[src/graph_depth_first_search_assert.svh]
// assertion macros for the depth-first search block
`ifndef GRAPH_DEPTH_FIRST_SEARCH_ASSERT_SVH
`define GRAPH_DEPTH_FIRST_SEARCH_ASSERT_SVH

`ifndef NO_ASSERTIONS

`define GDFS_ASSERT_ALWAYS(lbl, cond) \
    lbl: assert property (@(posedge aclk) disable iff (!aresetn) (cond)) \
        else $error("gdfs check failed");

`define GDFS_ASSERT_IMPL(lbl, ante, cons) \
    lbl: assert property (@(posedge aclk) disable iff (!aresetn) (ante) |-> (cons)) \
        else $error("gdfs check failed");

`define GDFS_ASSERT_NEXT(lbl, ante, cons) \
    lbl: assert property (@(posedge aclk) disable iff (!aresetn) (ante) |=> (cons)) \
        else $error("gdfs check failed");

`else

`define GDFS_ASSERT_ALWAYS(lbl, cond)
`define GDFS_ASSERT_IMPL(lbl, ante, cons)
`define GDFS_ASSERT_NEXT(lbl, ante, cons)

`endif

`endif

[src/gdfs_pkg.sv]
// shared constants and codes for the depth-first search block
`timescale 1ns / 1ps
`default_nettype none
package gdfs_pkg;

    localparam int MAX_VERTICES_DEF = 32;
    localparam int MAX_EDGES_DEF    = 256;
    localparam int OUT_LIMIT        = 32;

    localparam logic [1:0] KIND_ADD   = 2'd0;
    localparam logic [1:0] KIND_WALK  = 2'd1;
    localparam logic [1:0] KIND_CLEAR = 2'd2;

    localparam logic [1:0] ST_OK    = 2'd0;
    localparam logic [1:0] ST_RANGE = 2'd1;
    localparam logic [1:0] ST_FULL  = 2'd2;

    localparam logic REG_VCOUNT = 1'b0;
    localparam logic REG_MODE   = 1'b1;

    localparam logic [5:0] VCOUNT_RESET = 6'd32;

endpackage
`default_nettype wire

[src/gdfs_head_mem.sv]
// list head memory with per-vertex valid bits, empty reads as the null marker
`timescale 1ns / 1ps
`default_nettype none
module gdfs_head_mem #(
    parameter int MAX_VERTICES = 32,
    parameter int MAX_EDGES    = 256,
    parameter int VW           = $clog2(MAX_VERTICES),
    parameter int EW           = $clog2(MAX_EDGES + 1)
) (
    input  wire logic          aclk,
    input  wire logic          aresetn,
    input  wire logic          clr,
    input  wire logic          wr_en,
    input  wire logic [VW-1:0] wr_addr,
    input  wire logic [EW-1:0] wr_data,
    input  wire logic          rd_en,
    input  wire logic [VW-1:0] rd_addr,
    output logic      [EW-1:0] rd_data
);

    localparam logic [EW-1:0] NULL_EDGE = EW'(MAX_EDGES);

    logic [EW-1:0]           mem [MAX_VERTICES];
    logic [MAX_VERTICES-1:0] vld_reg;
    logic [EW-1:0]           rd_reg;

    always_ff @(posedge aclk) begin
        if (!aresetn) begin
            vld_reg <= '0;
        end else if (clr) begin
            vld_reg <= '0;
        end else if (wr_en) begin
            vld_reg[wr_addr] <= 1'b1;
        end
    end

    always_ff @(posedge aclk) begin
        if (wr_en) begin
            mem[wr_addr] <= wr_data;
        end
        if (rd_en) begin
            rd_reg <= vld_reg[rd_addr] ? mem[rd_addr] : NULL_EDGE;
        end
    end

    assign rd_data = rd_reg;

endmodule
`default_nettype wire

[src/gdfs_edge_mem.sv]
// edge store: target vertex and next link for each stored edge
`timescale 1ns / 1ps
`default_nettype none
module gdfs_edge_mem #(
    parameter int MAX_EDGES = 256,
    parameter int VW        = 5,
    parameter int EW        = $clog2(MAX_EDGES + 1),
    parameter int AW        = (MAX_EDGES > 1) ? $clog2(MAX_EDGES) : 1
) (
    input  wire logic          aclk,
    input  wire logic          wr_en,
    input  wire logic [AW-1:0] wr_addr,
    input  wire logic [VW-1:0] wr_tgt,
    input  wire logic [EW-1:0] wr_lnk,
    input  wire logic          rd_en,
    input  wire logic [AW-1:0] rd_addr,
    output logic      [VW-1:0] rd_tgt,
    output logic      [EW-1:0] rd_lnk
);

    logic [VW-1:0] tgt_mem [MAX_EDGES];
    logic [EW-1:0] lnk_mem [MAX_EDGES];
    logic [VW-1:0] tgt_reg;
    logic [EW-1:0] lnk_reg;

    always_ff @(posedge aclk) begin
        if (wr_en) begin
            tgt_mem[wr_addr] <= wr_tgt;
            lnk_mem[wr_addr] <= wr_lnk;
        end
        if (rd_en) begin
            tgt_reg <= tgt_mem[rd_addr];
            lnk_reg <= lnk_mem[rd_addr];
        end
    end

    assign rd_tgt = tgt_reg;
    assign rd_lnk = lnk_reg;

endmodule
`default_nettype wire

[src/graph_depth_first_search.sv]
// depth-first search over a graph held as adjacency lists
//
// Input stream (s_*): one request per item; s_tuser holds the kind (add edge,
// start walk, clear graph), s_tdata the vertex operands. Result stream (m_*):
// an add, a clear, an unused kind or a rejected request gives one acknowledgement
// carrying a status; a walk gives one result per visited vertex, in visit order,
// with m_tlast on the final one. Registers vertex_count and order_mode sit on the
// APB port; the user must write them only while the block is idle, and the
// block itself does not enforce this. An add reads the list head, then writes
// the edge and the new head, and for the reverse edge does both again. A clear
// resets all list heads at once. The list head, edge and stack memories each
// have one read port with a registered read. Only one request is in work at a
// time; the next is taken as soon as the last result is in the output register.
// Reset empties all lists and sets vertex_count to 32 and order_mode to 0; the
// edge store needs no clearing pass. A stalled receiver holds the output
// register and the walk waits on it; nothing is dropped.
`timescale 1ns / 1ps
`default_nettype none
module graph_depth_first_search
    import gdfs_pkg::*;
#(
    parameter int MAX_VERTICES = MAX_VERTICES_DEF,
    parameter int MAX_EDGES    = MAX_EDGES_DEF
) (
    input  wire logic        aclk,
    input  wire logic        aresetn,
    input  wire logic        s_tvalid,
    output logic             s_tready,
    // edge_from[4:0], edge_to[9:5], both_ways[10], start_vertex[15:11]
    input  wire logic [15:0] s_tdata,
    // kind[1:0]
    input  wire logic [1:0]  s_tuser,
    output logic             m_tvalid,
    input  wire logic        m_tready,
    // vertex[4:0], status[6:5], zero[7]
    output logic [7:0]       m_tdata,
    // visit[0]
    output logic [0:0]       m_tuser,
    output logic             m_tlast,
    input  wire logic        psel,
    input  wire logic        penable,
    input  wire logic        pwrite,
    input  wire logic [2:0]  paddr,
    input  wire logic [31:0] pwdata,
    output logic [31:0]      prdata,
    output logic             pready
);

`include "graph_depth_first_search_assert.svh"

    localparam int VW  = (MAX_VERTICES > 1) ? $clog2(MAX_VERTICES) : 1;
    localparam int EW  = $clog2(MAX_EDGES + 1);
    localparam int EAW = (MAX_EDGES > 1) ? $clog2(MAX_EDGES) : 1;
    localparam int DW  = $clog2(MAX_VERTICES + 1);

    localparam logic [EW-1:0] NULL_EDGE = EW'(MAX_EDGES);
    localparam logic [EW:0]   MAXE_X    = (EW+1)'(MAX_EDGES);
    localparam logic [6:0]    MAXV7     = 7'(MAX_VERTICES);
    localparam logic [DW-1:0] MAXV_D    = DW'(MAX_VERTICES);
    localparam logic [5:0]    LIM       = 6'(OUT_LIMIT);

    typedef enum logic [13:0] {
        S_IDLE    = 14'b00000000000001,
        S_ADD_WR1 = 14'b00000000000010,
        S_ADD_RD2 = 14'b00000000000100,
        S_ADD_WR2 = 14'b00000000001000,
        S_ACK     = 14'b00000000010000,
        S_T0_CUR  = 14'b00000000100000,
        S_T0_EDGE = 14'b00000001000000,
        S_T0_HEAD = 14'b00000010000000,
        S_T0_POP  = 14'b00000100000000,
        S_T1_POP  = 14'b00001000000000,
        S_T1_VERT = 14'b00010000000000,
        S_T1_HEAD = 14'b00100000000000,
        S_T1_CUR  = 14'b01000000000000,
        S_T1_EDGE = 14'b10000000000000
    } state_t;

    // flush of the held vertex shares the ack state, told apart by flush_reg
    state_t state_reg, state_next;

    logic [5:0]              vcount_reg;
    logic                    mode_reg;
    logic [EW-1:0]           used_reg, used_next;
    logic [DW-1:0]           depth_reg, depth_next;
    logic [EW-1:0]           cur_reg, cur_next;
    logic [MAX_VERTICES-1:0] vis_reg, vis_next;
    logic [VW-1:0]           pend_reg, pend_next;
    logic                    pend_vld_reg, pend_vld_next;
    logic [5:0]              n_reg, n_next;
    logic [1:0]              status_reg, status_next;
    logic                    flush_reg, flush_next;
    logic [VW-1:0]           afrom_reg, afrom_next;
    logic [VW-1:0]           ato_reg, ato_next;
    logic                    both_reg, both_next;

    logic       out_vld_reg, out_vld_next;
    logic       out_visit_reg, out_visit_next;
    logic [4:0] out_v_reg, out_v_next;
    logic       out_last_reg, out_last_next;
    logic [1:0] out_st_reg, out_st_next;

    logic          hd_clr, hd_wr_en, hd_rd_en;
    logic [VW-1:0] hd_wr_addr, hd_rd_addr;
    logic [EW-1:0] hd_wr_data, hd_rd_data;

    logic           ed_wr_en, ed_rd_en;
    logic [EAW-1:0] ed_wr_addr, ed_rd_addr;
    logic [VW-1:0]  ed_wr_tgt, ed_rd_tgt;
    logic [EW-1:0]  ed_wr_lnk, ed_rd_lnk;

    logic          st_wr_en, st_rd_en;
    logic [VW-1:0] st_wr_addr, st_rd_addr, st_wr_v, st_rd_v;
    logic [EW-1:0] st_wr_c, st_rd_c;
    logic [VW-1:0] stk_v_mem [MAX_VERTICES];
    logic [EW-1:0] stk_c_mem [MAX_VERTICES];
    logic [VW-1:0] stk_v_reg;
    logic [EW-1:0] stk_c_reg;

    logic       s_accept;
    logic       can_emit;
    logic [6:0] cnt;
    logic [1:0] in_kind;
    logic [4:0] in_from, in_to, in_start;
    logic       in_both;
    logic       cfg_wr;
    logic       t_ok;
    logic       emit_stall;
    logic [VW-1:0] visit_v;

    assign in_kind  = s_tuser;
    assign in_from  = s_tdata[4:0];
    assign in_to    = s_tdata[9:5];
    assign in_both  = s_tdata[10];
    assign in_start = s_tdata[15:11];

    assign s_tready = (state_reg == S_IDLE);
    assign s_accept = s_tvalid && s_tready;
    assign can_emit = !out_vld_reg || m_tready;
    assign cnt      = ({1'b0, vcount_reg} < MAXV7) ? {1'b0, vcount_reg} : MAXV7;

    // edge target usable: in range, not seen, room on the stack
    assign t_ok = (7'(ed_rd_tgt) < cnt) && !vis_reg[ed_rd_tgt] && (depth_reg < MAXV_D);
    assign visit_v = (state_reg == S_T1_VERT) ? stk_v_reg : ed_rd_tgt;
    assign emit_stall = (n_reg < LIM) && pend_vld_reg && !can_emit;

    // configuration port
    assign pready = 1'b1;
    assign cfg_wr = psel && penable && pwrite && pready;
    assign prdata = (paddr[2] == REG_MODE) ? {31'd0, mode_reg} : {26'd0, vcount_reg};

    always_ff @(posedge aclk) begin
        if (!aresetn) begin
            vcount_reg <= VCOUNT_RESET;
            mode_reg   <= 1'b0;
        end else if (cfg_wr) begin
            if (paddr[2] == REG_MODE) begin
                mode_reg <= pwdata[0];
            end else begin
                vcount_reg <= pwdata[5:0];
            end
        end
    end

    gdfs_head_mem #(
        .MAX_VERTICES(MAX_VERTICES),
        .MAX_EDGES   (MAX_EDGES),
        .VW          (VW),
        .EW          (EW)
    ) u_head (
        .aclk   (aclk),
        .aresetn(aresetn),
        .clr    (hd_clr),
        .wr_en  (hd_wr_en),
        .wr_addr(hd_wr_addr),
        .wr_data(hd_wr_data),
        .rd_en  (hd_rd_en),
        .rd_addr(hd_rd_addr),
        .rd_data(hd_rd_data)
    );

    gdfs_edge_mem #(
        .MAX_EDGES(MAX_EDGES),
        .VW       (VW),
        .EW       (EW),
        .AW       (EAW)
    ) u_edge (
        .aclk   (aclk),
        .wr_en  (ed_wr_en),
        .wr_addr(ed_wr_addr),
        .wr_tgt (ed_wr_tgt),
        .wr_lnk (ed_wr_lnk),
        .rd_en  (ed_rd_en),
        .rd_addr(ed_rd_addr),
        .rd_tgt (ed_rd_tgt),
        .rd_lnk (ed_rd_lnk)
    );

    // walk stack memory
    always_ff @(posedge aclk) begin
        if (st_wr_en) begin
            stk_v_mem[st_wr_addr] <= st_wr_v;
            stk_c_mem[st_wr_addr] <= st_wr_c;
        end
        if (st_rd_en) begin
            stk_v_reg <= stk_v_mem[st_rd_addr];
            stk_c_reg <= stk_c_mem[st_rd_addr];
        end
    end
    assign st_rd_v = stk_v_reg;
    assign st_rd_c = stk_c_reg;

    always_comb begin
        state_next    = state_reg;
        used_next     = used_reg;
        depth_next    = depth_reg;
        cur_next      = cur_reg;
        vis_next      = vis_reg;
        pend_next     = pend_reg;
        pend_vld_next = pend_vld_reg;
        n_next        = n_reg;
        status_next   = status_reg;
        flush_next    = flush_reg;
        afrom_next    = afrom_reg;
        ato_next      = ato_reg;
        both_next     = both_reg;

        out_vld_next   = out_vld_reg && !m_tready;
        out_visit_next = out_visit_reg;
        out_v_next     = out_v_reg;
        out_last_next  = out_last_reg;
        out_st_next    = out_st_reg;

        hd_clr     = 1'b0;
        hd_wr_en   = 1'b0;
        hd_wr_addr = afrom_reg;
        hd_wr_data = used_reg;
        hd_rd_en   = 1'b0;
        hd_rd_addr = VW'(in_from);
        ed_wr_en   = 1'b0;
        ed_wr_addr = EAW'(used_reg);
        ed_wr_tgt  = ato_reg;
        ed_wr_lnk  = hd_rd_data;
        ed_rd_en   = 1'b0;
        ed_rd_addr = EAW'(cur_reg);
        st_wr_en   = 1'b0;
        st_wr_addr = VW'(depth_reg);
        st_wr_v    = ed_rd_tgt;
        st_wr_c    = ed_rd_lnk;
        st_rd_en   = 1'b0;
        st_rd_addr = VW'(depth_reg - DW'(1));

        unique case (state_reg)
            S_IDLE: begin
                if (s_accept) begin
                    status_next = ST_OK;
                    flush_next  = 1'b0;
                    state_next  = S_ACK;
                    priority if (in_kind == KIND_ADD) begin
                        afrom_next = VW'(in_from);
                        ato_next   = VW'(in_to);
                        both_next  = in_both;
                        if ((7'(in_from) >= cnt) || (7'(in_to) >= cnt)) begin
                            status_next = ST_RANGE;
                        end else if (({1'b0, used_reg} + (in_both ? (EW+1)'(2) : (EW+1)'(1)))
                                     > MAXE_X) begin
                            status_next = ST_FULL;
                        end else begin
                            hd_rd_en   = 1'b1;
                            hd_rd_addr = VW'(in_from);
                            state_next = S_ADD_WR1;
                        end
                    end else if (in_kind == KIND_WALK) begin
                        if (7'(in_start) >= cnt) begin
                            status_next = ST_RANGE;
                        end else begin
                            vis_next = '0;
                            vis_next[VW'(in_start)] = 1'b1;
                            depth_next = DW'(1);
                            if (!mode_reg) begin
                                pend_next     = VW'(in_start);
                                pend_vld_next = 1'b1;
                                n_next        = 6'd1;
                                hd_rd_en      = 1'b1;
                                hd_rd_addr    = VW'(in_start);
                                state_next    = S_T0_HEAD;
                            end else begin
                                pend_vld_next = 1'b0;
                                n_next        = 6'd0;
                                st_wr_en      = 1'b1;
                                st_wr_addr    = '0;
                                st_wr_v       = VW'(in_start);
                                state_next    = S_T1_POP;
                            end
                        end
                    end else if (in_kind == KIND_CLEAR) begin
                        hd_clr    = 1'b1;
                        used_next = '0;
                    end else begin
                        status_next = ST_OK;
                    end
                end
            end
            S_ADD_WR1: begin
                ed_wr_en   = 1'b1;
                ed_wr_tgt  = ato_reg;
                hd_wr_en   = 1'b1;
                hd_wr_addr = afrom_reg;
                used_next  = used_reg + EW'(1);
                state_next = both_reg ? S_ADD_RD2 : S_ACK;
            end
            S_ADD_RD2: begin
                hd_rd_en   = 1'b1;
                hd_rd_addr = ato_reg;
                state_next = S_ADD_WR2;
            end
            S_ADD_WR2: begin
                ed_wr_en   = 1'b1;
                ed_wr_tgt  = afrom_reg;
                hd_wr_en   = 1'b1;
                hd_wr_addr = ato_reg;
                used_next  = used_reg + EW'(1);
                state_next = S_ACK;
            end
            S_ACK: begin
                if (can_emit) begin
                    out_vld_next = 1'b1;
                    out_last_next = 1'b1;
                    if (flush_reg) begin
                        out_visit_next = 1'b1;
                        out_v_next     = 5'(pend_reg);
                        out_st_next    = ST_OK;
                    end else begin
                        out_visit_next = 1'b0;
                        out_v_next     = 5'd0;
                        out_st_next    = status_reg;
                    end
                    state_next = S_IDLE;
                end
            end
            S_T0_CUR: begin
                if (cur_reg == NULL_EDGE) begin
                    depth_next = depth_reg - DW'(1);
                    if (depth_reg == DW'(1)) begin
                        flush_next = 1'b1;
                        state_next = S_ACK;
                    end else begin
                        st_rd_en   = 1'b1;
                        st_rd_addr = VW'(depth_reg - DW'(2));
                        state_next = S_T0_POP;
                    end
                end else begin
                    ed_rd_en   = 1'b1;
                    state_next = S_T0_EDGE;
                end
            end
            S_T0_EDGE: begin
                if (!t_ok) begin
                    cur_next   = ed_rd_lnk;
                    state_next = S_T0_CUR;
                end else if (!emit_stall) begin
                    vis_next[ed_rd_tgt] = 1'b1;
                    st_wr_en   = 1'b1;
                    st_wr_addr = VW'(depth_reg - DW'(1));
                    st_wr_c    = ed_rd_lnk;
                    depth_next = depth_reg + DW'(1);
                    hd_rd_en   = 1'b1;
                    hd_rd_addr = ed_rd_tgt;
                    state_next = S_T0_HEAD;
                end
            end
            S_T0_HEAD: begin
                cur_next   = hd_rd_data;
                state_next = S_T0_CUR;
            end
            S_T0_POP: begin
                cur_next   = st_rd_c;
                state_next = S_T0_CUR;
            end
            S_T1_POP: begin
                depth_next = depth_reg - DW'(1);
                st_rd_en   = 1'b1;
                st_rd_addr = VW'(depth_reg - DW'(1));
                state_next = S_T1_VERT;
            end
            S_T1_VERT: begin
                if (!emit_stall) begin
                    hd_rd_en   = 1'b1;
                    hd_rd_addr = st_rd_v;
                    state_next = S_T1_HEAD;
                end
            end
            S_T1_HEAD: begin
                cur_next   = hd_rd_data;
                state_next = S_T1_CUR;
            end
            S_T1_CUR: begin
                if (cur_reg == NULL_EDGE) begin
                    if (depth_reg == '0) begin
                        flush_next = 1'b1;
                        state_next = S_ACK;
                    end else begin
                        state_next = S_T1_POP;
                    end
                end else begin
                    ed_rd_en   = 1'b1;
                    state_next = S_T1_EDGE;
                end
            end
            S_T1_EDGE: begin
                cur_next = ed_rd_lnk;
                if (t_ok) begin
                    vis_next[ed_rd_tgt] = 1'b1;
                    st_wr_en   = 1'b1;
                    st_wr_addr = VW'(depth_reg);
                    st_wr_v    = ed_rd_tgt;
                    depth_next = depth_reg + DW'(1);
                end
                state_next = S_T1_CUR;
            end
            default: begin
                state_next = S_IDLE;
            end
        endcase

        // a new visit pushes the held one out, the last is held until the end
        if (((state_reg == S_T0_EDGE) && t_ok && !emit_stall)
            || ((state_reg == S_T1_VERT) && !emit_stall)) begin
            if (n_reg < LIM) begin
                if (pend_vld_reg) begin
                    out_vld_next   = 1'b1;
                    out_visit_next = 1'b1;
                    out_v_next     = 5'(pend_reg);
                    out_last_next  = 1'b0;
                    out_st_next    = ST_OK;
                end
                pend_next     = visit_v;
                pend_vld_next = 1'b1;
                n_next        = n_reg + 6'd1;
            end
        end
    end

    always_ff @(posedge aclk) begin
        if (!aresetn) begin
            state_reg    <= S_IDLE;
            used_reg     <= '0;
            depth_reg    <= '0;
            vis_reg      <= '0;
            pend_vld_reg <= 1'b0;
            n_reg        <= '0;
            flush_reg    <= 1'b0;
            out_vld_reg  <= 1'b0;
        end else begin
            state_reg    <= state_next;
            used_reg     <= used_next;
            depth_reg    <= depth_next;
            vis_reg      <= vis_next;
            pend_vld_reg <= pend_vld_next;
            n_reg        <= n_next;
            flush_reg    <= flush_next;
            out_vld_reg  <= out_vld_next;
        end
    end

    always_ff @(posedge aclk) begin
        cur_reg       <= cur_next;
        pend_reg      <= pend_next;
        status_reg    <= status_next;
        afrom_reg     <= afrom_next;
        ato_reg       <= ato_next;
        both_reg      <= both_next;
        out_visit_reg <= out_visit_next;
        out_v_reg     <= out_v_next;
        out_last_reg  <= out_last_next;
        out_st_reg    <= out_st_next;
    end

    assign m_tvalid = out_vld_reg;
    assign m_tdata  = {1'b0, out_st_reg, out_v_reg};
    assign m_tuser  = out_visit_reg;
    assign m_tlast  = out_last_reg;

    `GDFS_ASSERT_ALWAYS(a_depth_bound, depth_reg <= MAXV_D)
    `GDFS_ASSERT_ALWAYS(a_used_bound, {1'b0, used_reg} <= MAXE_X)
    `GDFS_ASSERT_NEXT(a_busy_after_request, s_accept, !s_tready)
    `GDFS_ASSERT_IMPL(a_flush_has_vertex, (state_reg == S_ACK) && flush_reg, pend_vld_reg)

endmodule
`default_nettype wire

[config.mk]
export PLATFORM = sky130hd
export DESIGN_NAME = graph_depth_first_search
export DESIGN_NICKNAME = d
export VERILOG_FILES = /design/src/gdfs_pkg.sv /design/src/gdfs_head_mem.sv /design/src/gdfs_edge_mem.sv /design/src/graph_depth_first_search.sv
export VERILOG_INCLUDE_DIRS = /design/src /design/src/src
export SDC_FILE = /design/constraint.sdc
export NUM_CORES = 2
export LEC_CHECK = 0
export BUFFER_PORTS_ARGS = -buffer_cell sky130_fd_sc_hd__buf_2
export CAP_MARGIN = 0
export CORE_MARGIN = 3
export CORE_UTILIZATION = 60
export CTS_CLUSTER_DIAMETER = 60
export DETAILED_ROUTE_END_ITERATION = 10
export GPL_TIMING_DRIVEN = 1
export PLACE_DENSITY = 0.8
export SLEW_MARGIN = 20
export SYNTH_ARGS = -nofsm -noshare
export SYNTH_HDL_FRONTEND = slang
export SYNTH_MEMORY_MAX_BITS = 65536
export SYNTH_SLANG_ARGS = --single-unit
[constraint.sdc]
create_clock -name aclk -period 9.8 [get_ports aclk]
set_input_delay 0.98 -clock aclk [delete_from_list [all_inputs] [get_ports aclk]]
set_output_delay 0.98 -clock aclk [all_outputs]
set_load 0.005 [all_outputs]
# Word level (Yosys, flattened, before mapping)
# Memories as Yosys holds them, arrays and structs flattened. A register that Yosys moved wholly into a read port is not among the register bits.
# Index checks and enable logic that the tools add are counted.
# W data, S select, Z words.
[op_classes]
n_div = 0
bitwise = 4
order_cmp = 15
n_reduce_logical = 46
n_eq_ne = 35
add_sub_neg = 6
n_mux = 177
multipliers = 0
n_shift = 0
[op_table]
columns = ["operator", "count"]
rows = [
  ["$mux W32", 7],
  ["$mux W5", 44],
  ["$pmux W14 S12", 1],
  ["$mux W14", 8],
  ["$mux W6", 17],
  ["$pmux W32 S3", 1],
  ["$mux W1", 64],
  ["$or A32 B32 Y32", 2],
  ["$mux W9", 6],
  ["$mux W10", 4],
  ["$pmux W9 S4", 1],
  ["$pmux W6 S5", 1],
  ["$ne A2 B2 Y1 const B", 13],
  ["$lt A5 B6 Y1 const B", 4],
  ["$mux W2", 11],
  ["$pmux W5 S4", 1],
  ["$ge A5 B6 Y1", 3],
  ["$lt A6 B6 Y1 const B", 3],
  ["$pmux W9 S2", 1],
  ["$demux W1 S5", 3],
  ["$ge A5 B1 Y1 const B", 3],
  ["$eq A14 B1 Y1 const B", 1],
  ["$eq A14 B10 Y1 const B", 1],
  ["$eq A14 B11 Y1 const B", 1],
  ["47 further kinds", 82],
]
[totals]
ff_bits = 145
ramBits = 4320
latchBits = 0
mem_bits_ro = 0
out_inout_bits = 45
mem_count = 5
input_bits = 60
elab_cells = 309
[memory_table]
columns = ["memory", "words", "word_bits", "read_ports", "rd_ports_with_merged_regs", "wr", "line", "rtl"]
rows = [
  ["u_edge.lnk_mem", 256, 9, 1, 1, 1, "gdfs_edge_mem.sv:22", "logic [EW-1:0] lnk_mem [MAX_EDGES];"],
  ["u_edge.tgt_mem", 256, 5, 1, 1, 1, "gdfs_edge_mem.sv:21", "logic [VW-1:0] tgt_mem [MAX_EDGES];"],
  ["stk_c_mem", 32, 9, 1, 1, 1, "graph_depth_first_search.sv:116", "logic [EW-1:0] stk_c_mem [MAX_VERTICES];"],
  ["u_head.mem", 32, 9, 1, 1, 1, "gdfs_head_mem.sv:23", "logic [EW-1:0] mem [MAX_VERTICES];"],
  ["stk_v_mem", 32, 5, 1, 1, 1, "graph_depth_first_search.sv:115", "logic [VW-1:0] stk_v_mem [MAX_VERTICES];"],
]

# Depth between registers and ports, before layout
[logic_depth]
depth_word = 11
ltp_mapped = 18
ltp_nobuf = 14

# Hierarchy
# A second synthesis with hierarchy kept.
[unflattened]
cells_unflattened = 8825
hier_area_um2 = 177157.4
[modules_own_cells]
columns = ["module", "n_inst", "seq_area_each_um2", "area_per_inst_um2", "cells_per_inst"]
rows = [
  ["gdfs_edge_mem", 1, 108043.6, 138406.5, 6237],
  ["graph_depth_first_search", 1, 16355.7, 25786.0, 1905],
  ["gdfs_head_mem", 1, 9559.2, 12964.9, 683],
]

# Least setup slack after synthesis
# OpenSTA, ideal clock, no wires.
[synth_timing]
path_kind = "input -> register"
start = "input s_tdata[11]"
end = "memory stk_c_mem[24][0] in the netlist's numbering, enable pin"
cell_stages = 14
t_arrival_ns = 4.343
n_path_buf = 1
slack_ns = 5.072
setup_ns = 0.384
required_ns = 9.416
path_cell_list = "inv_1 ha_1 nand2b_1 a21o_1 a21o_1 nor3_1 nand3_1 a211o_1 clkbuf_1 nor3_1 a21oi_1 o31ai_1 nand2_1 nor2_1"
[synth_between]
elab_chain_len = 8
word_cells_on_any_way = 13
cone_classes = "order compare: 1; mux: 12"
[synth_rtl]
columns = ["item", "line", "rtl"]
rows = [
  ["start, declared", "graph_depth_first_search.sv:30", "input wire logic [15:0] s_tdata,"],
  ["$ge A5 B6 Y1 (*)", "graph_depth_first_search.sv:274", "if (7'(in_start) >= cnt) begin"],
  ["$mux W1", "graph_depth_first_search.sv:274", ""],
  ["$mux W1", "graph_depth_first_search.sv:273", "end else if (in_kind == KIND_WALK) begin"],
  ["$mux W1", "graph_depth_first_search.sv:259", "priority if (in_kind == KIND_ADD) begin"],
  ["$mux W1", "graph_depth_first_search.sv:255", "if (s_accept) begin"],
  ["$pmux W1 S3", "graph_depth_first_search.sv:253", "unique case (state_reg)"],
  ["$mux W1", "graph_depth_first_search.sv:201", "if (st_wr_en) begin"],
  ["$mux W1 (implied by the code)", "graph_depth_first_search.sv:203", "stk_c_mem[st_wr_addr] <= st_wr_c;"],
  ["end, declared", "graph_depth_first_search.sv:116", ""],
]
# Every way passes the cells marked *; elsewhere a longest branch is shown, timed or not.

# Final worst setup path
[layout_timing]
start = "register cur_reg[1]"
end = "register u_edge.tgt_reg[4], in the netlist u_edge.rd_tgt[4], read port of u_edge.tgt_mem, data pin"
[layout_between]
elab_chain_len = 3
[layout_rtl]
columns = ["item", "line", "rtl"]
rows = [
  ["start, declared", "graph_depth_first_search.sv:86", "logic [EW-1:0] cur_reg, cur_next;"],
  ["start signal, assigned", "graph_depth_first_search.sv:467", "cur_reg <= cur_next;"],
  ["$eq A9 B9 Y1", "graph_depth_first_search.sv:342, graph_depth_first_search.sv:398", ""],
  ["$mux W1", "graph_depth_first_search.sv:342, graph_depth_first_search.sv:398", ""],
  ["$mux W1", "--", ""],
  ["end, declared", "gdfs_edge_mem.sv:23", "logic [VW-1:0] tgt_reg;"],
]
# Several ways; a longest one is shown, not always the timed one.
# A chain may end at the register's enable or synchronous reset.

==> results_dict.tcl <==
set metrics [dict create \
    setup.worst_path.class "flop to flop" \
    tns_ps 0 \
    synth_area_leader_cell "edfxtp_1" \
    final_net_count 8489 \
    crit_top_cell "mux4_2" \
    fillers 16444 \
    synth-seq-area-share_pct 76.3 \
    start_util_pct 60.6 \
    grt_overflow 0 \
    ys_types 81 \
    insertion_delay_ps 970 \
    crit_start "cur_reg[1]" \
    min_to "ato_reg[4]" \
    required_ps 10340 \
    vias 90437 \
    drc 0 \
    clock_skew_ps 102 \
    syn_area_um2 176000 \
    ctsResizeCount 0 \
    dpl.hpwl_mm 235 \
    antenna_found_initial 35 \
    critPathSlowestCell "buf_4" \
    drive_above_1_share_pct 28.4 \
    fmax_mhz 174 \
    peakVddDrop_uv 277 \
    async_reset_ff_share_pct 0 \
    h-tree-depth 5 \
    start_kind "flop" \
    die-area_um2 299000 \
    worstPathMaxFanout 117 \
    worstPathArrival_ps 6290 \
    multi_input_area_um2 40100 \
    fp.dieH_um 547 \
    grt_pass1_vias 90083 \
    path_buf_inv 3 \
    r2r_slack_ps 4050 \
    clk_pin_slew_ps 60 \
    fin_crit_ps 5750 \
    drt-initial-drc-count 14609 \
    crit_chain "buf_12 > buf_4 > buf_4 > mux4_2 > mux4_2 > mux4_2 > mux2i_1 > a21oi_1" \
    critical-path-top-delay-family "buffers and inverters" \
    largestRegisters "u_edge.lnk_mem x2304, u_edge.tgt_mem x1280" \
    min-delay-path-class "primary input to flop" \
    worst_slew_pin_slew_ps 1260 \
    area_growth_pct 11.4 \
    r2r_start "cur_reg[1]" \
    seqCellArea_um2 134000 \
    critPathCaptureType "flop" \
    netlist.area_leader.share_pct 74.9 \
    final_cell_mix "edfxtp_1, mux4_2, nor2_1" \
    chipWidth_um 547 \
    grt_pass1_wl_mm 671 \
    ys_warn_count 0 \
    drt-wirelength-per-cell_um 37.3 \
    postSynthCellCount 8029 \
    largest_register "u_edge.lnk_mem" \
    hold_viol 0 \
    core_um2 290000 \
    power.leakage_nw 60.8 \
    cp_slowest_stage_delay_ps 870 \
    final_common_cell "edfxtp_1" \
    rsz0062_at_grt "no" \
    grt_max_degree 209 \
    rows 197 \
    io_pins 105 \
    p_per_area_nw_per_um2 210 \
    cts_buffers 430 \
    fin_crit_sh_pct 58.6 \
    ctsRootBufferMaster "clkbuf_16" \
    maxCapViolCount 0 \
    post-cts-setup-buffer-count 0 \
    grt_usage_pct 31.4 \
    yosys-top-cells-area "edfxtp_1, mux4_2, dfxtp_1" \
    wirelength_mm 471 \
    hold_path.startpoint "s_tdata[9]" \
    synth-edff-count 4379 \
    largest_reg_flops 2304 \
    cts_tree "done" \
    ys.flop_type "edfxtp_1" \
    r2r_end "u_edge.rd_tgt[4]" \
    numPortBuffers 48 \
    status "finished clean" \
    r2r_cells 8 \
    holdBufCountCts 0 \
    synth.avg_cell_area_um2 21.9 \
    holdWs_ps 332 \
    fin_util_pct 67.6 \
    dr.pass1.iters 6 \
    hold_path_depth 1 \
    finalSetupViolations 0 \
    relSlewSlack_pct 16.3 \
    final_max_slew_viol_count 0 \
    cts_num_sinks 4502 \
    antenna_left 0 \
    routed_via_density 7.15 \
    clock_path_buffers 4 \
    synth_seq_cells 4502 \
    place_congestion 0.899 \
]
routing by layer:
metal / vias up / track usage, % / part of all wire [%]
met3: 1424 / 6.86 / 11
met2: 7522 / 50.8 / 50
met4: 26 / 15.5 / 5.9
li1: 34368 / - / -
met5: - / 0 / 0.036
met1: 47097 / 40.9 / 33
cells by family after synthesis:
kind of cell / after synthesis / synth area share, %
other: 2 / 0.00428
AOI/OAI and AO/OA: 368 / 1.49
and+or+nand+nor: 1110 / 2.85
buffers and inverters: 494 / 1.18
adders and majority gates: 34 / 0.247
muxes: 1505 / 17.9
DFF: 4502 / 76.3
xor gates and xnor gates: 14 / 0.0698
final cells by class:
type / count / share of cell area, %
antenna: 29 / 0.0371
multi-input combinational: 3059 / 20.5
tap: 3880 / 2.48
clock inverter: 238 / 1.05
clock buffer: 537 / 5.78
inverter: 25 / 0.0480
sequential: 4502 / 68.5
timing repair buffer: 377 / 1.64
report_power, final:
group | switching [W] | total (W) | internal (W)
combinational | 0.00224 | 0.00348 | 0.00124
clock | 0.00720 | 0.0161 | 0.00895
sequential | 0.0000718 | 0.0215 | 0.0214
total | 0.00952 | 0.0411 | 0.0316
worst max path at each step:
stage | to | slack [ps] | cells after the start
6_report | u_edge.rd_tgt[4] | 4050 | 8
5_1_grt | stk_v_mem[0][3] | 3920 | 12
4_1_cts | u_head.rd_data[2] | 3890 | 12
3_5_place_dp | u_head.rd_data[2] | 3830 | 14
3_3_place_gp | stk_c_mem[16][0] | 3720 | 13
2_1_floorplan | stk_c_mem[24][0] | 5070 | 14
metrics by stage:
stage / setup WS (ps) / cell area (um^2) / cells / total power, W
floorplan: 5070 / 176000 / 8055 / 0.0243
global placement: 3720 / 182000 / 11832 / 0.0252
detailed placement: 3830 / 182000 / 11832 / 0.0253
CTS: 3890 / 195000 / 12607 / 0.0412
global route: 3920 / 196000 / 12619 / 0.0421
finish: 4050 / 196000 / 12647 / 0.0411
synth_stat cells, drive strengths merged (20+ instances only):
library cell,n
clkbuf,296
inv,24
mux2i,166
nand2,269
a21oi,110
nor2,541
and3,30
a211oi,61
edfxtp,4379
o221a,34
buf,173
nor3,33
mux4,1300
nand3,66
nor2b,20
and2,40
ha,33
dfxtp,123
o21ai,33
mux2,39
No activity file was read; power rests on OpenSTA's default activity.
